--- src/hw/rtl/fmd_pkg.sv ---
// Shared types, constants and helper functions of the binary32 multiply/divide unit.
`default_nettype none
package fmd_pkg;

  localparam int unsigned DivStages = 7;
  localparam int unsigned StepsPerStage = 4;
  localparam logic [31:0] CanonNan = 32'h7fc00000;
  localparam logic [30:0] InfMag = 31'h7f800000;
  localparam logic [7:0] ExpMax = 8'hff;
  localparam logic OpMul = 1'b0;
  localparam logic OpDiv = 1'b1;

  typedef struct packed {
    logic              special;
    logic [31:0]       spec_val;
    logic              op;
    logic              sign;
    logic signed [9:0] ea;
    logic signed [9:0] eb;
    logic [23:0]       ma;
    logic [23:0]       mb;
  } dec_t;

  typedef struct packed {
    logic               special;
    logic [31:0]        spec_val;
    logic               op;
    logic               sign;
    logic signed [10:0] e;
    logic [23:0]        mb;
    logic [23:0]        rem;
    logic [31:0]        quo;
    logic [47:0]        prod;
  } work_t;

  typedef struct packed {
    logic signed [9:0] e;
    logic [23:0]       m;
  } sig_t;

  // One restoring division step: returns the quotient bit and the new remainder.
  function automatic logic [24:0] div_step(input logic [24:0] r, input logic [23:0] d);
    logic [24:0] diff;
    diff = r - {1'b0, d};
    if (r >= {1'b0, d}) begin
      return {1'b1, diff[23:0]};
    end
    return {1'b0, r[23:0]};
  endfunction

  // Exponent and significand with explicit leading one; subnormals are normalized.
  function automatic sig_t split_operand(input logic [7:0] ex, input logic [22:0] fr);
    sig_t res;
    logic [4:0] pos;
    logic [4:0] sh;
    pos = '0;
    if (ex != 8'd0) begin
      res.e = {2'b00, ex};
      res.m = {1'b1, fr};
    end else begin
      for (int i = 0; i < 23; i++) begin
        if (fr[i]) begin
          pos = 5'(i);
        end
      end
      sh = 5'd23 - pos;
      res.m = {1'b0, fr} << sh;
      res.e = 10'sd1 - $signed({5'b00000, sh});
    end
    return res;
  endfunction

endpackage
`default_nettype wire

--- src/hw/rtl/fmd_div_stage.sv ---
// One pipeline stage of the restoring divider, four quotient bits per stage.
`default_nettype none
module fmd_div_stage (
  input  wire logic           clk_i,
  input  wire logic           rst_ni,
  input  wire logic           en_i,
  input  wire logic           valid_i,
  input  wire fmd_pkg::work_t work_i,
  output logic                valid_o,
  output fmd_pkg::work_t      work_o
);

  fmd_pkg::work_t work_d, work_q;
  logic           valid_q;
  logic [24:0]    stp;
  logic [23:0]    r;
  logic [3:0]     qb;

  always_comb begin
    r = work_i.rem;
    qb = '0;
    for (int i = fmd_pkg::StepsPerStage - 1; i >= 0; i--) begin
      stp = fmd_pkg::div_step({r, 1'b0}, work_i.mb);
      qb[i] = stp[24];
      r = stp[23:0];
    end
    work_d = work_i;
    work_d.rem = r;
    work_d.quo = {work_i.quo[27:0], qb};
  end

  always_ff @(posedge clk_i or negedge rst_ni) begin
    if (!rst_ni) begin
      valid_q <= 1'b0;
    end else if (en_i) begin
      valid_q <= valid_i;
    end
  end

  always_ff @(posedge clk_i) begin
    if (en_i) begin
      work_q <= work_d;
    end
  end

  assign valid_o = valid_q;
  assign work_o = work_q;

endmodule
`default_nettype wire

--- config.mk ---
export PLATFORM = sky130hd
export DESIGN_NAME = fmd_div_stage
export DESIGN_NICKNAME = d
export VERILOG_FILES = /design/src/hw/rtl/fmd_pkg.sv /design/src/hw/rtl/fmd_div_stage.sv
export SDC_FILE = /design/constraint.sdc
export NUM_CORES = 1
export LEC_CHECK = 0
export ABC_AREA = 1
export BUFFER_PORTS_ARGS = -buffer_cell sky130_fd_sc_hd__buf_2
export CAP_MARGIN = 10
export CELL_PAD_IN_SITES_DETAIL_PLACEMENT = 2
export CELL_PAD_IN_SITES_GLOBAL_PLACEMENT = 2
export CORE_MARGIN = 2
export CORE_UTILIZATION = 30
export DETAILED_ROUTE_END_ITERATION = 8
export PLACE_DENSITY_LB_ADDON = 0.1
export SLEW_MARGIN = 20
export SYNTH_ARGS = -nofsm -noshare
export SYNTH_HDL_FRONTEND = slang
export SYNTH_SLANG_ARGS = --single-unit
--- constraint.sdc ---
create_clock -name clk_i -period 1 [get_ports clk_i]
set_input_delay 0.2 -clock clk_i [delete_from_list [all_inputs] [get_ports clk_i]]
set_output_delay 0.2 -clock clk_i [all_outputs]
set_load 0.05 [all_outputs]
==> results of run 1 <==
[metrics by stage]
stage | TNS (ps) | area, um^2 | utilization | worst slack (ps)
after floorplan | -150140 | 12500 | - | -5750
after detailed placement | -208190 | 18700 | 0.471 | -7850
after global placement | -195050 | 18700 | 0.471 | -7350
[cell families after synthesis]
| group | after synthesis | share of synthesized area |
|---|---|---|
| and+or+nand+nor | 698 | 0.246 |
| AOI/OAI and AO/OA | 204 | 0.0961 |
| buffers and inverters | 196 | 0.0665 |
| DFF | 175 | 0.436 |
| adders and majority gates | 94 | 0.0983 |
| xor gates and xnor gates | 78 | 0.0567 |
| muxes | 1 | 0.000935 |
==> impl_metrics.json, run 1 <==
{
  "postCtsSetupRepairBufs": 30,
  "syn_area_per_cell_um2": 8.33,
  "synth_top_cell_area_share": 0.434,
  "finalWeightedCongestion": 0.911,
  "synth_top_cell_by_area": "edfxtp_1",
  "status": "aborted with a tool error",
  "ys_top_cells_by_count": "464 x nand2_1, 174 x edfxtp_1, 169 x inv_1",
  "error_message": "[ERROR DPL-0033] detailed placement checks failed during check placement.",
  "haltStage": "clock tree synthesis (4_1_cts)",
  "fp-row-count": 73,
  "cts_hold_buf": 144,
  "portBuffers": 348,
  "root_buffer": "clkbuf_16",
  "ys_top_cells_by_area": "edfxtp_1 43%, nand2_1 14%, ha_1 9.7%, inv_1 5.3%, a21oi_1 3.5%",
  "yosysWarnings": 0,
  "syn-instance-count": 1446,
  "synth-seq-area-share": 0.436,
  "synth_flop_cell": "edfxtp_1",
  "clk_path_buf_depth": 2,
  "synth_area_um2": 12000,
  "die_w_um": 204,
  "synth_edf_count": 174,
  "ctsHtreeMaxLevel": 4,
  "ctsResizeCount": 348,
  "cts_sinks": 175,
  "placed_cells": 2808,
  "start_util": 0.304,
  "synthArstFlopShare": 0.00571,
  "yosys.cell_count.top_type": "nand2_1",
  "die_h_um": 204,
  "ys_types": 49,
  "synth.net_count": 1718,
  "ios": 353,
  "dpl.hpwl_um": 54300,
  "cts_buffers": 17,
  "synth_seq_cells": 175
}
==> run 2: changes to the inputs <==
- CELL_PAD_IN_SITES_DETAIL_PLACEMENT: 2 -> default
- CELL_PAD_IN_SITES_GLOBAL_PLACEMENT: 2 -> default
- CORE_UTILIZATION: 30 -> 40
- PLACE_DENSITY_LB_ADDON: 0.1 -> 0.15
==> impl_metrics.json, run 2 <==
{
  "status": "finished, violations left",
  "failed_checks": "negative setup slack",
  "r2r_start": "valid_o$_DFFE_PN0P_",
  "synth.net_count": 1718,
  "synthAdderAreaFrac": 0.0983,
  "syn-instance-count": 1446,
  "yosysWarnings": 0,
  "synthArstFlopShare": 0.00571,
  "power.total_mw": 77.3,
  "slowest_stage": "ha_2",
  "ir_worst_vdd_mv": 2.17,
  "finalWeightedCongestion": 0.981,
  "ys_top_cells_by_count": "464 x nand2_1, 174 x edfxtp_1, 169 x inv_1",
  "cp-end-kind": "register",
  "tritoncts": "built",
  "min_period_ps": 7190,
  "drcViolationCount": 0,
  "path_class": "in -> reg",
  "grt_pass1_wl_um": 70900,
  "largest_reg_flops": 174,
  "fin_skew_ps": 0,
  "start_util": 0.406,
  "overflow": 0,
  "cp.required_ps": 1200,
  "dpl.hpwl_um": 34800,
  "synth_seq_cells": 175,
  "cts.clk_slew.worst_paths_ps": 80,
  "ys_top_cells_by_area": "edfxtp_1 43%, nand2_1 14%, ha_1 9.7%, inv_1 5.3%, a21oi_1 3.5%",
  "area_growth_pct": 97.8,
  "synth_xor_area_frac": 0.0567,
  "grt.total_usage": 0.292,
  "start_kind": "primary input",
  "synth_top_cell_by_area": "edfxtp_1",
  "fp-row-count": 63,
  "wl_per_cell_um": 19.5,
  "placed_cells": 2648,
  "yosys.cell_count.top_type": "nand2_1",
  "synth_edf_count": 174,
  "cts_sinks": 175,
  "hp-class": "in -> async",
  "startpoint": "work_i[116]",
  "grt_pass1_vias": 14000,
  "syn_area_per_cell_um2": 8.33,
  "clk_path_buf_depth": 2,
  "r2r_end": "valid_o$_DFFE_PN0P_",
  "nets": 2754,
  "yosys.area_share.simple": 0.246,
  "slowest_delay_ps": 380,
  "ys_types": 49,
  "portBuffers": 348,
  "p_leak_nw": 11.2,
  "drive_gt1_frac": 0.524,
  "synth-seq-area-share": 0.436,
  "drtIter0Drc": 1232,
  "antenna_found_initial": 1,
  "die_w_um": 178,
  "tightest_slew_ps": 534,
  "wl_um": 56300,
  "maxCapViolCount": 0,
  "cp_max_fo": 7,
  "holdWs_ps": 67.1,
  "final_cell_mix": "505 x buf_4, 351 x nand2_1, 190 x buf_6",
  "detail-route-antenna-nets": 0,
  "synthMuxAreaShare": 0.000935,
  "ctsHtreeMaxLevel": 4,
  "synth_area_um2": 12000,
  "crit_arrival_ps": 7390,
  "root_buffer": "clkbuf_16",
  "ios": 353,
  "report.final.setup_viol": 203,
  "r2r_cells": 1,
  "reg2reg_slack_ps": 240,
  "synth_top_cell_area_share": 0.434,
  "place_area_um2": 18300,
  "synth_flop_cell": "edfxtp_1",
  "layout_commonest_cell": "buf_4",
  "fin_crit_sh": 7.19,
  "rsz0062_at_grt": "true",
  "crit_top_cell": "nand2_2",
  "setup_ws_ps": -6190,
  "viasPerCell": 5.23,
  "setup_tns_ps": -198910,
  "final_area_um2": 23800,
  "synth_compound_area_frac": 0.0961,
  "hold_viol": 0,
  "fmax_mhz": 139,
  "die_h_um": 178,
  "drtPass1Iterations": 8,
  "coreArea_um2": 29600,
  "p_per_area_nw_per_um2": 3240,
  "grt_max_degree": 51,
  "fin_cells": 2886,
  "vias": 15100,
  "relSlewSlack": 0.643,
  "synth_top_family_by_area": "simple AND/OR/NAND/NOR gates",
  "clk_latency_ps": 450,
  "die_area_um2": 31500,
  "cts_buffers": 17,
  "slew_violations": 0
}
[run 2: repair_timing]
| item | CTS | global route |
|---|---|---|
| buffers inserted | 7 | 41 |
| pin swaps | 32 | 115 |
| setup endpoints to repair | 203 | 203 |
| resized for setup | 206 | 668 |
| gates cloned | 4 | 8 |
| hold endpoints to repair | 146 | 0 |
| hold buffers | 146 | 0 |
[run 2: metrics by stage]
| step | setup slack, ps | util |
|---|---|---|
| floorplan | -5750 | - |
| global placement | -6690 | 0.617 |
| detailed placement | -6860 | 0.617 |
| CTS | -5810 | 0.719 |
| global route | -6530 | 0.804 |
| finish | -6190 | 0.804 |
[run 2: how the worst max path moves through the flow]
stage	cells after the start	end	slack [ps]
3_5_place_dp	47	work_o[81]$_DFFE_PP_	-6860
4_1_cts	58	work_o[95]$_DFFE_PP_	-5810
2_1_floorplan	50	work_o[91]$_DFFE_PP_	-5750
6_report	53	work_o[102]$_DFFE_PP_	-6190
5_1_grt	51	work_o[97]$_DFFE_PP_	-6530
3_3_place_gp	46	work_o[94]$_DFFE_PP_	-6690
[run 2: final cells by class]
| type | count | area (um^2) |
|---|---|---|
| timing repair buffer | 1032 | 8750 |
| multi-input combinational | 1078 | 8020 |
| fill | 1779 | 5810 |
| sequential | 175 | 5250 |
| inverter | 178 | 697 |
| tap | 390 | 488 |
| clock buffer | 17 | 425 |
| clock inverter | 15 | 189 |
| antenna | 1 | 2.50 |
[run 2: logic make-up after synthesis]
group,Yosys count
and+or+nand+nor,698
AOI/OAI and AO/OA,204
buffers and inverters,196
DFF,175
adders and majority gates,94
xor gates and xnor gates,78
muxes,1
[run 2: where the power goes]
| part | switching, mW | internal [mW] |
|---|---|---|
| clock network | 3.56 | 3.62 |
| logic | 31.8 | 27.6 |
| registers | 0.572 | 10.1 |
| total | 35.9 | 41.3 |
[run 2: critical path, delay by kind of cell]
family,cells,cell delay [ps]
AOI/OAI and AO/OA,9,1510
buffers and inverters,13,1580
adders and majority gates,4,1230
xor gates and xnor gates,1,210
and+or+nand+nor,26,2650
[run 2: layer usage]
layer / GRT usage / vias up / wire [um]
met5: 0 / - / 0
met4: 0.122 / 0 / 3200
met3: 0.0362 / 228 / 3600
met2: 0.534 / 797 / 29000
met1: 0.343 / 7142 / 20500
li1: - / 6924 / -
Note: power is estimated with default switching activity, not from simulation.
