File: src/hw/rtl/fmd_pkg.sv
// Shared types, constants and helper functions of the binary32 multiply/divide unit.
`default_nettype none
package fmd_pkg;

  localparam int unsigned DivStages = 7;
  localparam int unsigned StepsPerStage = 4;
  localparam logic [31:0] CanonNan = 32'h7fc00000;
  localparam logic [30:0] InfMag = 31'h7f800000;
  localparam logic [7:0] ExpMax = 8'hff;
  localparam logic OpMul = 1'b0;
  localparam logic OpDiv = 1'b1;

  typedef struct packed {
    logic              special;
    logic [31:0]       spec_val;
    logic              op;
    logic              sign;
    logic signed [9:0] ea;
    logic signed [9:0] eb;
    logic [23:0]       ma;
    logic [23:0]       mb;
  } dec_t;

  typedef struct packed {
    logic               special;
    logic [31:0]        spec_val;
    logic               op;
    logic               sign;
    logic signed [10:0] e;
    logic [23:0]        mb;
    logic [23:0]        rem;
    logic [31:0]        quo;
    logic [47:0]        prod;
  } work_t;

  typedef struct packed {
    logic signed [9:0] e;
    logic [23:0]       m;
  } sig_t;

  // One restoring division step: returns the quotient bit and the new remainder.
  function automatic logic [24:0] div_step(input logic [24:0] r, input logic [23:0] d);
    logic [24:0] diff;
    diff = r - {1'b0, d};
    if (r >= {1'b0, d}) begin
      return {1'b1, diff[23:0]};
    end
    return {1'b0, r[23:0]};
  endfunction

  // Exponent and significand with explicit leading one; subnormals are normalized.
  function automatic sig_t split_operand(input logic [7:0] ex, input logic [22:0] fr);
    sig_t res;
    logic [4:0] pos;
    logic [4:0] sh;
    pos = '0;
    if (ex != 8'd0) begin
      res.e = {2'b00, ex};
      res.m = {1'b1, fr};
    end else begin
      for (int i = 0; i < 23; i++) begin
        if (fr[i]) begin
          pos = 5'(i);
        end
      end
      sh = 5'd23 - pos;
      res.m = {1'b0, fr} << sh;
      res.e = 10'sd1 - $signed({5'b00000, sh});
    end
    return res;
  endfunction

endpackage
`default_nettype wire

File: src/hw/rtl/fmd_unpack.sv
// Operand decode, special cases, product and first quotient bits.
`default_nettype none
module fmd_unpack (
  input  wire logic          clk_i,
  input  wire logic          rst_ni,
  input  wire logic          en_i,
  input  wire logic          valid_i,
  input  wire logic          action_i,
  input  wire logic [31:0]   operand_a_i,
  input  wire logic [31:0]   operand_b_i,
  output logic               valid_o,
  output fmd_pkg::work_t     work_o
);

  fmd_pkg::dec_t  dec_d, dec_q;
  fmd_pkg::work_t work_d, work_q;
  fmd_pkg::sig_t  sa, sb;
  logic           valid_a_q, valid_b_q;
  logic [7:0]     ea_raw, eb_raw;
  logic           za, zb, na, nb, s;
  logic [24:0]    stp;
  logic [23:0]    r;
  logic [3:0]     qb;

  always_comb begin
    ea_raw = operand_a_i[30:23];
    eb_raw = operand_b_i[30:23];
    za = operand_a_i[30:0] == 31'd0;
    zb = operand_b_i[30:0] == 31'd0;
    na = (ea_raw == fmd_pkg::ExpMax) && (operand_a_i[22:0] != 23'd0);
    nb = (eb_raw == fmd_pkg::ExpMax) && (operand_b_i[22:0] != 23'd0);
    s = operand_a_i[31] ^ operand_b_i[31];
    sa = fmd_pkg::split_operand(ea_raw, operand_a_i[22:0]);
    sb = fmd_pkg::split_operand(eb_raw, operand_b_i[22:0]);
    dec_d.op = action_i;
    dec_d.sign = s;
    dec_d.ea = sa.e;
    dec_d.eb = sb.e;
    dec_d.ma = sa.m;
    dec_d.mb = sb.m;
    dec_d.special = 1'b0;
    dec_d.spec_val = {s, 31'd0};
    if (action_i == fmd_pkg::OpMul) begin
      if (ea_raw == fmd_pkg::ExpMax || eb_raw == fmd_pkg::ExpMax) begin
        dec_d.special = 1'b1;
        dec_d.spec_val = (na || nb || za || zb) ? fmd_pkg::CanonNan : {s, fmd_pkg::InfMag};
      end else if (za || zb) begin
        dec_d.special = 1'b1;
      end
    end else begin
      if (ea_raw == fmd_pkg::ExpMax || eb_raw == fmd_pkg::ExpMax) begin
        dec_d.special = 1'b1;
        if (na || nb || (ea_raw == fmd_pkg::ExpMax && eb_raw == fmd_pkg::ExpMax)) begin
          dec_d.spec_val = fmd_pkg::CanonNan;
        end else if (ea_raw == fmd_pkg::ExpMax) begin
          dec_d.spec_val = {s, fmd_pkg::InfMag};
        end
      end else if (zb) begin
        dec_d.special = 1'b1;
        dec_d.spec_val = za ? fmd_pkg::CanonNan : {s, fmd_pkg::InfMag};
      end else if (za) begin
        dec_d.special = 1'b1;
      end
    end
  end

  always_comb begin
    stp = fmd_pkg::div_step({1'b0, dec_q.ma}, dec_q.mb);
    qb[3] = stp[24];
    r = stp[23:0];
    for (int i = 2; i >= 0; i--) begin
      stp = fmd_pkg::div_step({r, 1'b0}, dec_q.mb);
      qb[i] = stp[24];
      r = stp[23:0];
    end
    work_d.special = dec_q.special;
    work_d.spec_val = dec_q.spec_val;
    work_d.op = dec_q.op;
    work_d.sign = dec_q.sign;
    work_d.e = (dec_q.op == fmd_pkg::OpDiv) ?
               (11'(dec_q.ea) - 11'(dec_q.eb)) : (11'(dec_q.ea) + 11'(dec_q.eb));
    work_d.mb = dec_q.mb;
    work_d.rem = r;
    work_d.quo = {28'd0, qb};
    work_d.prod = 48'(dec_q.ma) * 48'(dec_q.mb);
  end

  always_ff @(posedge clk_i or negedge rst_ni) begin
    if (!rst_ni) begin
      valid_a_q <= 1'b0;
      valid_b_q <= 1'b0;
    end else if (en_i) begin
      valid_a_q <= valid_i;
      valid_b_q <= valid_a_q;
    end
  end

  always_ff @(posedge clk_i) begin
    if (en_i) begin
      dec_q <= dec_d;
      work_q <= work_d;
    end
  end

  assign valid_o = valid_b_q;
  assign work_o = work_q;

endmodule
`default_nettype wire

File: config.mk
export PLATFORM = sky130hd
export DESIGN_NAME = fmd_unpack
export DESIGN_NICKNAME = d
export VERILOG_FILES = /design/src/hw/rtl/fmd_pkg.sv /design/src/hw/rtl/fmd_unpack.sv
export SDC_FILE = /design/constraint.sdc
export NUM_CORES = 2
export LEC_CHECK = 0
export ABC_AREA = 1
export BUFFER_PORTS_ARGS = -buffer_cell sky130_fd_sc_hd__buf_4
export CORE_ASPECT_RATIO = 1.2
export CORE_UTILIZATION = 53
export CTS_BUF_LIST = sky130_fd_sc_hd__clkbuf_8 sky130_fd_sc_hd__clkbuf_16
export DETAILED_ROUTE_END_ITERATION = 8
export PLACE_DENSITY_LB_ADDON = 0.25
export SLEW_MARGIN = 10
export SYNTH_ARGS = -nofsm -noshare
export SYNTH_HDL_FRONTEND = slang
export SYNTH_SLANG_ARGS = --single-unit
File: constraint.sdc
create_clock -name clk_i -period 9.35 [get_ports clk_i]
set_input_delay 1.4025 -clock clk_i [delete_from_list [all_inputs] [get_ports clk_i]]
set_output_delay 1.4025 -clock clk_i [all_outputs]
set_load 0.05 [all_outputs]
==> metrics.md <==
| Metric | Value |
|---|---|
| DRC | 0 |
| Yosys cell types | 60 |
| Finished Layout Cells | 5,468 |
| Post-Synthesis Cells | 4,424 |
| Clock transition at the registers of the reported paths | 0.09 ns |
| Library cell appearing most often on the critical path | nand2_1 |
| Die area | 66,170 sq um |
| Die height | 281.6 microns |
| Effective utilization at floorplan | 53.57% |
| Sequential fraction of the synthesis area | 16.50% |
| Routed vias | 29,760 |
| Via count of the first global-routing pass | 29,430 |
| Ratio of cells with drive above 1 in the final layout | 9.987% |
| Outcome | finished clean |
| Worst R2R Path Depth | 60 |
| Initial drt markers | 2,693 |
| Summed area of non-filler cells in the final layout | 38,270 sq um |
| Final count of negative-setup-slack endpoints | 0 |
| Placed Cells | 5,414 |
| Yosys warnings | 0 |
| Main area contributors after synthesis | fa_1, edfxtp_1, nand2_1, ha_1, inv_1 |
| DRT antenna net count | 0 |
| Critical Setup Path Class | flop to flop |
| Average detailed-routed wire length per instance | 18.24 microns |
| CP endpoint kind | flop |
| Core Footprint | 64,450 sq um |
| Total track usage | 30.50% |
| Pre-Repair DR Iteration Count | 8 |
| Largest area contributor in the netlist | fa_1 |
| # clock sinks | 190 |
| Syn Std Cell Area | 34,520 sq um |
| Number of primary I/O pins | 244 |
| Highest clock rate | 113.1 MHz |
| Hold EP | work_o[139] |
| Min-Delay Path Depth | 0 |
| Register bit total from synthesis | 190 |
| Mean post-synth cell area | 7.804 sq um |
| Register-to-register setup slack | 0.51 ns |
| Pin count of the biggest net entering global routing | 76 |
| Via-per-instance ratio | 5.443 |
| Final Hold Viols | 0 |
| Cts bufs inserted | 17 |
| Slew at the pin closest to its max-slew limit | 0.9172 ns |
| Primary flip-flop cell chosen by synthesis mapping | edfxtp_1 |
| Maximum level of the CTS H-tree | 4 |
| Rows | 102 |
| Worst hold slack after final layout | 0.4276 ns |
| EDFF count, synth | 188 |
| Ys async rst share | 1.053% |
| Initial antenna violation count | 1 |
| Number of nets at the end of the flow | 5,483 |
| Max-cap violations | 0 |
| Final TNS setup | 0 ns |
| First-pass GRT wire length | 156.9 mm |
| Hold buffer count at CTS | 0 |
| Worst-path maximum fanout | 17 |
| Worst path max stage delay | 0.40 ns |
| Portion of synthesized cell area occupied by the leading cell type | 28.12% |
| Clock latency reported for the late side of the worst-skew pair | 0.53 ns |
| CTS Root Cell | clkbuf_16 |
| Drt total wl | 99.72 mm |
| Count of buffers inserted at the top-level ports | 193 |
| Share of the clock period used by the worst path after layout | 94.57% |
| Sum of net half-perimeters after detailed placement | 77.04 mm |
| Final Skew | 0.03480 ns |
| Final GP Congestion | 1.007 |
| Required @ worst endpoint | 9.75 ns |
| Clock Tree Buf Depth | 2 |
| Layout overhead on the synthesized area | 10.85% |
| Min-Delay Startpoint | dec_q[68] |
| CTS tree | done |
| Slew Limit Headroom | 38.70% |
| Area after detailed placement | 37,110 sq um |
| Critical Path Slowest Stage Cell | a211oi_4 |
| Destination of the worst register-to-register timing path | work_o[103] |
| Count of pins over their slew limit | 0 |
| Worst flop-to-flop path startpoint | dec_q[24] |
| Global-route congestion overflow total | 0 |
| Class of the tightest hold or removal check | flop to flop |
| Die W | 235.0 microns |
| # diodes | 0 |
| Final worst path period need | 8.843 ns |
| Filler cell count in the final layout | 5,945 |
| Data arrival, critical path | 9.24 ns |
| Startpoint Class | flop |
per-layer routing:
metal | wire, microns | GRT usage (%) | up-vias
met3 | 6656 | 4.102 | 214
li1 | - | - | 13880
met1 | 39360 | 38.18 | 14440
met5 | 0 | 0 | -
met2 | 49940 | 53.54 | 1226
met4 | 3758 | 11.83 | 0
worst max path at each step:
stage | startpoint | to | slack, ns
CTS | dec_q[24] | work_o[87] | 0.01
finish | dec_q[24] | work_o[103] | 0.51
floorplan | dec_q[1] | work_o[90] | 0.21
detailed placement | dec_q[24] | work_o[85] | -0.39
global placement | dec_q[24] | work_o[83] | -0.11
global route | dec_q[24] | work_o[103] | -0.06
synthesized netlist by cell type (all sizes together) (3+ instances only):
cell type and count:
a21o 6, o22ai 18, edfxtp 188, clkbuf 131
a211oi 3, o21ai 139, nor2 138, or2 4
nor3 18, buf 81, a21boi 10, inv 947
fa 485, a21oi 198, o21bai 12, o21a 11
ha 306, o211ai 6, clkinv 5, xor2 100
nand4 21, nor4 17, o31ai 6, nand2 1257
o221ai 3, xnor2 49, nand3 234, a31oi 15
layout make-up:
cell class                 count  area [sq um]  share of cell area, %
sequential                   190          5695                  14.88
inverter                     952          3578                  9.350
timing repair buffer         338          2601                  6.797
multi-input combinational   3124         24710                  64.58
tap                          832          1041                  2.720
clock inverter                15         215.2                 0.5623
clock buffer                  17         425.4                  1.112
flip-flops by register name, summed over array words and instances, names as in the netlist:
register and cells:
valid_o 1, valid_a_q 1, work_o 116, dec_q 72
kinds of logic (layout without fill, tap and decap cells):
logic type | Yosys count | after routing | synth area share, %
AND/OR/NAND/NOR | 1692 | 1697 | 19.94
flip-flops | 190 | 190 | 16.50
other | 1 | 50 | 0.01086
adder cells (fa/ha/maj) | 791 | 791 | 39.21
multiplexers | 1 | 1 | 0.02899
buffers and inverters | 1164 | 1322 | 13.45
AO/OA/AOI/OAI | 436 | 436 | 7.078
XOR/XNOR | 149 | 149 | 3.780
metrics by stage:
| step | util [%] | setup WS (ns) |
|---|---|---|
| floorplan | - | 0.2141 |
| global placement | 57.58 | -0.1073 |
| detailed placement | 57.58 | -0.3891 |
| CTS | 58.67 | 0.01107 |
| global route | 59.38 | -0.06437 |
| finish | 59.38 | 0.5073 |
worst max-delay path, delay by kind of cell (launching register included):
kind / cells / cell delay (ns)
AOI/OAI and AO/OA: 14 / 2.59
adders and majority gates: 5 / 1.54
buffers and inverters: 13 / 1.45
DFF: 1 / 0.39
and+or+nand+nor: 28 / 2.74
cells in the final DEF (no fill, tap or decap), types with 103 or more instances in the layout:
cell type     n
o21ai_0     103
buf_4       331
a21oi_1     184
nand2_1    1243
inv_1       937
edfxtp_1    188
fa_1        484
nand3_1     230
nor2_1      135
ha_1        295
repair_timing:
action                     CTS  global route
pin swaps                    2            21
cloned                       2             4
gates resized for setup      5            83
setup buffers                1            15
setup endpoints to repair   25            25
Power is not shown: default switching activity piles up to over one toggle a cycle in this logic, so the estimate is an artifact.
