==> src/hw/rtl/fmd_pkg.sv <==
// Shared types, constants and helper functions of the binary32 multiply/divide unit.
`default_nettype none
package fmd_pkg;

  localparam int unsigned DivStages = 7;
  localparam int unsigned StepsPerStage = 4;
  localparam logic [31:0] CanonNan = 32'h7fc00000;
  localparam logic [30:0] InfMag = 31'h7f800000;
  localparam logic [7:0] ExpMax = 8'hff;
  localparam logic OpMul = 1'b0;
  localparam logic OpDiv = 1'b1;

  typedef struct packed {
    logic              special;
    logic [31:0]       spec_val;
    logic              op;
    logic              sign;
    logic signed [9:0] ea;
    logic signed [9:0] eb;
    logic [23:0]       ma;
    logic [23:0]       mb;
  } dec_t;

  typedef struct packed {
    logic               special;
    logic [31:0]        spec_val;
    logic               op;
    logic               sign;
    logic signed [10:0] e;
    logic [23:0]        mb;
    logic [23:0]        rem;
    logic [31:0]        quo;
    logic [47:0]        prod;
  } work_t;

  typedef struct packed {
    logic signed [9:0] e;
    logic [23:0]       m;
  } sig_t;

  // One restoring division step: returns the quotient bit and the new remainder.
  function automatic logic [24:0] div_step(input logic [24:0] r, input logic [23:0] d);
    logic [24:0] diff;
    diff = r - {1'b0, d};
    if (r >= {1'b0, d}) begin
      return {1'b1, diff[23:0]};
    end
    return {1'b0, r[23:0]};
  endfunction

  // Exponent and significand with explicit leading one; subnormals are normalized.
  function automatic sig_t split_operand(input logic [7:0] ex, input logic [22:0] fr);
    sig_t res;
    logic [4:0] pos;
    logic [4:0] sh;
    pos = '0;
    if (ex != 8'd0) begin
      res.e = {2'b00, ex};
      res.m = {1'b1, fr};
    end else begin
      for (int i = 0; i < 23; i++) begin
        if (fr[i]) begin
          pos = 5'(i);
        end
      end
      sh = 5'd23 - pos;
      res.m = {1'b0, fr} << sh;
      res.e = 10'sd1 - $signed({5'b00000, sh});
    end
    return res;
  endfunction

endpackage
`default_nettype wire

==> src/hw/rtl/fmd_round.sv <==
// Significand alignment, round-to-nearest-even and result packing.
`default_nettype none
module fmd_round (
  input  wire logic           clk_i,
  input  wire logic           rst_ni,
  input  wire logic           en_i,
  input  wire logic           valid_i,
  input  wire fmd_pkg::work_t work_i,
  output logic                valid_o,
  output logic [31:0]         result_o
);

  logic               n_valid_q, o_valid_q;
  logic               n_special_q, n_sign_q;
  logic [31:0]        n_spec_q;
  logic signed [10:0] n_e_d, n_e_q, e1, shs;
  logic [47:0]        n_m_d, n_m_q;
  logic [5:0]         sh;
  logic [63:0]        mask, half;
  logic [47:0]        rest, shifted;
  logic [23:0]        f;
  logic [24:0]        f25;
  logic               inc;
  logic [31:0]        res_d, res_q;

  always_comb begin
    if (work_i.op == fmd_pkg::OpMul) begin
      if (work_i.prod[47]) begin
        n_m_d = work_i.prod;
        n_e_d = work_i.e - 11'sd126;
      end else begin
        n_m_d = {work_i.prod[46:0], 1'b0};
        n_e_d = work_i.e - 11'sd127;
      end
    end else begin
      if (work_i.quo[31]) begin
        n_m_d = {work_i.quo, 16'd0};
        n_e_d = work_i.e + 11'sd127;
      end else begin
        n_m_d = {work_i.quo[30:0], 17'd0};
        n_e_d = work_i.e + 11'sd126;
      end
      n_m_d[0] = n_m_d[0] | (work_i.rem != 24'd0);
    end
  end

  always_comb begin
    shs = 11'sd25 - n_e_q;
    if (n_e_q > 11'sd0) begin
      sh = 6'd24;
    end else if (shs > 11'sd50) begin
      sh = 6'd50;
    end else begin
      sh = shs[5:0];
    end
    mask = (64'd1 << sh) - 64'd1;
    half = 64'd1 << (sh - 6'd1);
    rest = n_m_q & mask[47:0];
    shifted = n_m_q >> sh;
    f = shifted[23:0];
    inc = ({16'd0, rest} > half) || (({16'd0, rest} == half) && f[0]);
    f25 = {1'b0, f} + {24'd0, inc};
    e1 = n_e_q + 11'sd1;
    if (n_special_q) begin
      res_d = n_spec_q;
    end else if (n_e_q >= 11'sd255) begin
      res_d = {n_sign_q, fmd_pkg::InfMag};
    end else if (n_e_q <= 11'sd0) begin
      res_d = {n_sign_q, 6'd0, f25};
    end else if (f25[24]) begin
      res_d = (e1 >= 11'sd255) ? {n_sign_q, fmd_pkg::InfMag} : {n_sign_q, e1[7:0], 23'd0};
    end else begin
      res_d = {n_sign_q, n_e_q[7:0], f25[22:0]};
    end
  end

  always_ff @(posedge clk_i or negedge rst_ni) begin
    if (!rst_ni) begin
      n_valid_q <= 1'b0;
      o_valid_q <= 1'b0;
    end else if (en_i) begin
      n_valid_q <= valid_i;
      o_valid_q <= n_valid_q;
    end
  end

  always_ff @(posedge clk_i) begin
    if (en_i) begin
      n_special_q <= work_i.special;
      n_spec_q <= work_i.spec_val;
      n_sign_q <= work_i.sign;
      n_e_q <= n_e_d;
      n_m_q <= n_m_d;
      res_q <= res_d;
    end
  end

  assign valid_o = o_valid_q;
  assign result_o = res_q;

endmodule
`default_nettype wire

==> config.mk <==
export PLATFORM = sky130hd
export DESIGN_NAME = fmd_round
export DESIGN_NICKNAME = d
export VERILOG_FILES = /design/src/hw/rtl/fmd_pkg.sv /design/src/hw/rtl/fmd_round.sv
export SDC_FILE = /design/constraint.sdc
export NUM_CORES = 1
export LEC_CHECK = 0
export BUFFER_PORTS_ARGS = -buffer_cell sky130_fd_sc_hd__buf_2
export CAP_MARGIN = 20
export CORE_MARGIN = 10
export CORE_UTILIZATION = 25
export CTS_CLUSTER_DIAMETER = 60
export DETAILED_ROUTE_END_ITERATION = 7
export PLACE_DENSITY_LB_ADDON = 0.1
export SETUP_SLACK_MARGIN = 0.2
export SLEW_MARGIN = 20
export SYNTH_ARGS = -nofsm -noshare
export SYNTH_HDL_FRONTEND = slang
export SYNTH_SLANG_ARGS = --single-unit
export TNS_END_PERCENT = 1
==> constraint.sdc <==
create_clock -name clk_i -period 20.3 [get_ports clk_i]
set_input_delay 5.075 -clock clk_i [delete_from_list [all_inputs] [get_ports clk_i]]
set_output_delay 5.075 -clock clk_i [all_outputs]
set_load 0.01 [all_outputs]
==> impl_metrics.yaml, run 1 <==
synth:
  synth-warning-count: 0
  async_flop_share_pct: 1.575
  syn_inst: 1519
  syn-num-nets: 1761
  synth_top_area_share_pct: 29.35
  ys_seq_area_share_pct: 29.74
  yosys_register_bits: 127
  synth_area_um2: 12790
  ys.flop_type: "edfxtp_1"
  yosysMostFrequentCell: "nand2_1"
  synth_top_cell_by_area: "edfxtp_1"
  ys_top_cells_by_area: "edfxtp_1 (29%), ha_1 (6.3%), nand2_1 (6.1%)"
  synth_edf_count: 125
  ys_types: 101
  syn_area_per_cell_um2: 8.421
  synth_common_cells: "nand2_1 (207), edfxtp_1 (125), nor2_1 (113)"
global_route:
  gr-usage-met3_pct: 4.350
  grt_pass1_vias: 13551
  grt_remaining_overflow: 0
  grt_pass1_wl_um: 90140
  top_usage_layer: "met2"
  gr-usage-met1_pct: 25.48
  grt_max_degree: 67
  grt_use_met2_pct: 30.59
  grt_antenna_before_repair: 0
  grt.total_usage_pct: 19.73
setup_path:
  cp.required_ns: 20.52
  worstRegToRegCells: 34
  cp-end-kind: "register"
  critPathKind: "reg -> reg"
  cpMostUsedCell: "ha_1"
  timing.rr.end: "result_o[29]"
  cpPeakStageDelay_ns: 0.62
  crit_family: "simple AND/OR/NAND/NOR gates"
  worstPathMaxFanout: 23
  reg2reg_slack_ns: 8.20
  rr_startpoint: "n_e_q[1]"
  cp_num_cells: 34
  start_kind: "register"
  worst-path-buf-inv: 3
  crit_slowest_cell: "nand4_1"
  worstPathArrival_ns: 12.32
layout:
  fillerInstances: 5409
  n_antenna_cell: 0
  drive_gt1_share_pct: 20.35
  fin_area_um2: 15020
  area_growth_pct: 17.40
  instances_no_fill: 2343
  fin_nets: 1900
cts:
  post_cts_buffers: 0
  ctsResizeCount: 0
  cts_made_buffers: 17
  clkTransAtPathRegs_ns: 0.06
  h-tree-depth: 4
  hold_buffers: 0
  tritoncts: "yes"
  clock_insertion_delay_worst_skew_ns: 0.47
  cts_sinks: 127
  root_buffer: "clkbuf_16"
  clk_path_buf_depth: 2
floorplanning:
  core_area_um2: 50380
  die_h_um: 246.2
  io_pins: 211
  std_cell_rows: 82
  start_util_pct: 25.39
  die_width_um: 246.2
  die_area_um2: 60610
place:
  dpl-instance-area_um2: 14420
  place.gp.congestion: 0.9344
  post-place-cells: 2311
  io_buffer_count: 186
  dp_hpwl_um: 46550
  pre_cts_slack_ns: 8.548
timing:
  hold_violations: 0
  period_share_pct: 59.60
  post-route-worst-setup-slack_ns: 8.202
  relSlewSlack_pct: 27.62
  slew_violations: 0
  fmax_mhz: 82.66
  holdWs_ns: 0.5046
  tightest_slew_ns: 1.086
  tns_ns: 0
  rsz0062_at_grt: "false"
  skew_ns: 0.008237
  period_minus_slack_ns: 12.10
  setup_viol: 0
min_path:
  holdPathStages: 1
  hp-class: "reg -> reg"
  min-delay-start: "valid_o"
  holdPathEnd: "valid_o"
power:
  pwr-share-comb_pct: 42.6
  clockPowerShare_pct: 26.8
  switching_share_pct: 41.69
  power_switching_mw: 0.4863
  p_seq_share_pct: 30.6
  vdd_ir_drop_max_uv: 63.12
  power_density_nw_per_um2: 77.67
  power.internal_mw: 0.6801
  leakage_nw: 5.811
route:
  initialDrtViolationCount: 978
  viasPerCell: 5.743
  routedWlPerCell_um: 26.08
  first_pass_iters: 6
  via_count: 13457
  ant_nets: 0
  routed_wl_um: 61110
  drcViolationCount: 0
job:
  maxCapViolCount: 0
outcome:
  run_status: "finished, final reports clean"
-- power groups by stage --
stage	combinational [mW]	sequential (mW)	clock, mW
floorplan	0.304	0.344	0
global placement	0.487	0.362	0
detailed placement	0.487	0.362	0
CTS	0.489	0.356	0.323
global route	0.535	0.360	0.335
finish	0.496	0.357	0.313
-- metal layers --
layer  part of all wire [%]  vias to the layer above
met5                      0                        -
met3                    6.6                      129
li1                       -                     6177
met1                     45                     6595
met2                     45                      556
met4                    4.1                        0
-- layout by cell type, fill, tap and decap left out, drive strengths merged, types with 9 or more instances in the layout --
cell,n
ha,64
a21o,10
or3,12
inv,26
nor4,21
nand2,208
o221ai,9
edfxtp,125
nor3,53
and3,15
a31oi,20
and2,19
or4,9
nor2,113
a22oi,90
clkbuf,17
xnor2,21
nand4,27
mux2i,65
xor2,23
a21oi,83
o311a,9
o21ai,85
nand3,50
a211oi,22
o22ai,36
nand2b,13
buf,231
nor2b,22
-- registers in the layout, indices dropped and copies added (netlist names) --
register / flops
n_e_q: 11
n_m_q: 48
n_sign_q: 1
n_spec_q: 32
n_special_q: 1
n_valid_q: 1
result_o: 32
valid_o: 1
-- logic make-up (layout without fill, tap and decap cells) --
logic type                 Yosys count  after routing  synth area share, %
buffers and inverters              136            288                4.852
and+or+nand+nor                    590            590                22.63
DFF                                127            127                29.74
AOI/OAI and AO/OA                  486            486                27.81
xor gates and xnor gates            44             44                3.013
muxes                               72             72                5.703
adders and majority gates           64             64                6.260
-- area by class of cell --
| type | instances | area (um^2) | share of cell area, % |
|---|---|---|---|
| well taps | 672 | 840.8 | 5.599 |
| inverters | 25 | 93.84 | 0.6249 |
| repair buffers | 231 | 1275 | 8.490 |
| clock buffers | 17 | 425.4 | 2.833 |
| clock inverters | 15 | 168.9 | 1.125 |
| flip-flops and latches | 127 | 3804 | 25.33 |
| multi-input cells | 1256 | 8409 | 56.00 |
-- worst max path at each step --
stage	from	to
after floorplan	n_e_q[1]	result_o[29]
after global placement	n_e_q[1]	result_o[29]
after detailed placement	n_e_q[1]	result_o[29]
after CTS	n_e_q[1]	result_o[29]
after global routing	n_e_q[1]	result_o[29]
final	n_e_q[1]	result_o[29]
-- stage by stage --
| step | util (%) | power (mW) |
|---|---|---|
| final | 29.81 | 1.166 |
| after floorplan | - | 0.6483 |
| after CTS | 29.80 | 1.168 |
| after global placement | 28.61 | 0.8488 |
| after detailed placement | 28.62 | 0.8486 |
| after global routing | 29.81 | 1.229 |
Note: power is estimated with default switching activity, not from simulation.
==> run 2: changes to the inputs <==
- clock period: 20.3 -> 11.79 ns (I/O delays scaled with it)
==> impl_metrics.yaml, run 2 (synthesis results as in run 1) <==
outcome:
  run_status: "finished, final reports clean"
place:
  io_buffer_count: 186
  pre_cts_slack_ns: 2.572
  post-place-cells: 2343
  dpl-instance-area_um2: 14670
  dp_hpwl_um: 47730
  place.gp.congestion: 0.9760
global_route:
  grt.total_usage_pct: 20.00
  grt_remaining_overflow: 0
  grt_antenna_before_repair: 1
  grt_pass1_wl_um: 90790
  grt_pass1_vias: 13605
  grt_max_degree: 67
timing:
  rsz0062_at_grt: "false"
  tns_ns: 0
  slew_violations: 0
  skew_ns: 0.01537
  relSlewSlack_pct: 29.34
  holdWs_ns: 0.5092
  period_minus_slack_ns: 9.329
  tightest_slew_ns: 1.054
  setup_viol: 0
  period_share_pct: 79.13
  fmax_mhz: 107.2
  hold_violations: 0
  post-route-worst-setup-slack_ns: 2.461
cts:
  root_buffer: "clkbuf_16"
  hold_buffers: 0
  clkTransAtPathRegs_ns: 0.06
  clock_insertion_delay_worst_skew_ns: 0.47
  cts_made_buffers: 17
  post_cts_buffers: 0
  ctsResizeCount: 0
  clk_path_buf_depth: 2
  tritoncts: "yes"
  h-tree-depth: 4
  cts_sinks: 127
layout:
  fin_area_um2: 15260
  fillerInstances: 5407
  post-route-util_pct: 30.29
  n_antenna_cell: 0
  register_area_um2: 3804
  most-common-layout-cells: "nand2_1 (207), buf_2 (185), edfxtp_1 (125)"
  fin_nets: 1932
  area_growth_pct: 19.31
  largest_reg_flops: 48
  multi_input_area_um2: 8408
  instances_no_fill: 2375
  final_common_cell: "nand2_1"
  drive_gt1_share_pct: 21.67
  top_register: "n_m_q"
setup_path:
  cpPeakStageDelay_ns: 0.67
  cp.required_ns: 12.01
  critPathKind: "reg -> reg"
  start_kind: "register"
  reg2reg_slack_ns: 2.46
  cp-end-kind: "register"
  worstPathMaxFanout: 21
  worstPathArrival_ns: 9.54
  crit_slowest_cell: "edfxtp_1"
floorplanning:
  std_cell_rows: 82
  die_width_um: 246.2
  io_pins: 211
  core_area_um2: 50380
  die_area_um2: 60610
  die_h_um: 246.2
  start_util_pct: 25.39
power:
  power_density_nw_per_um2: 132.1
  vdd_ir_drop_max_uv: 108.3
  power_mw: 2.016
  leakage_nw: 5.980
route:
  via_count: 13471
  viasPerCell: 5.672
  ant_nets: 0
  routedWlPerCell_um: 25.95
  initialDrtViolationCount: 1175
  routed_wl_um: 61640
  first_pass_iters: 5
  drcViolationCount: 0
min_path:
  hp-class: "reg -> reg"
job:
  maxCapViolCount: 0
==> run 2: critical path: cells and delay by family (launching register included) <==
| family | cells | cell delay (ns) |
|---|---|---|
| AOI/OAI and AO/OA | 13 | 2.77 |
| adders and majority gates | 5 | 1.37 |
| buffers and inverters | 6 | 1.14 |
| DFF | 1 | 0.67 |
| and+or+nand+nor | 12 | 3.11 |
==> run 2: power breakdown <==
part	internal [mW]	total (mW)	switching, mW
Clock	0.340	0.531	0.191
Combinational	0.299	0.867	0.568
Sequential	0.556	0.618	0.0624
==> run 2: worst paths after layout <==
check	startpoint	end	cells after the start
min in group asynchronous	rst_ni	valid_o	1
min reg2reg	n_valid_q	n_valid_q	1
max in group asynchronous	rst_ni	n_valid_q	1
min	n_valid_q	n_valid_q	1
max	n_e_q[2]	result_o[29]	36
max reg2reg	n_e_q[2]	result_o[29]	36
==> run 2: final cells by class <==
cell class                      instances  share of cell area (%)
Multi-Input combinational cell       1256                   55.10
Sequential cell                       127                   24.92
Timing Repair Buffer                  263                   10.01
Tap cell                              672                   5.510
Clock buffer                           24                   3.091
Clock inverter                          8                  0.7543
Inverter                               25                  0.6149
==> run 2: per-layer routing <==
| metal | track usage, % | vias up | share of wire [%] |
|---|---|---|---|
| met1 | 25.82 | 6469 | 44 |
| met2 | 30.75 | 628 | 44 |
| met3 | 4.858 | 145 | 7.4 |
| met4 | 9.602 | 2 | 4.4 |
| li1 | - | 6227 | - |
| met5 | 0 | - | 0.024 |
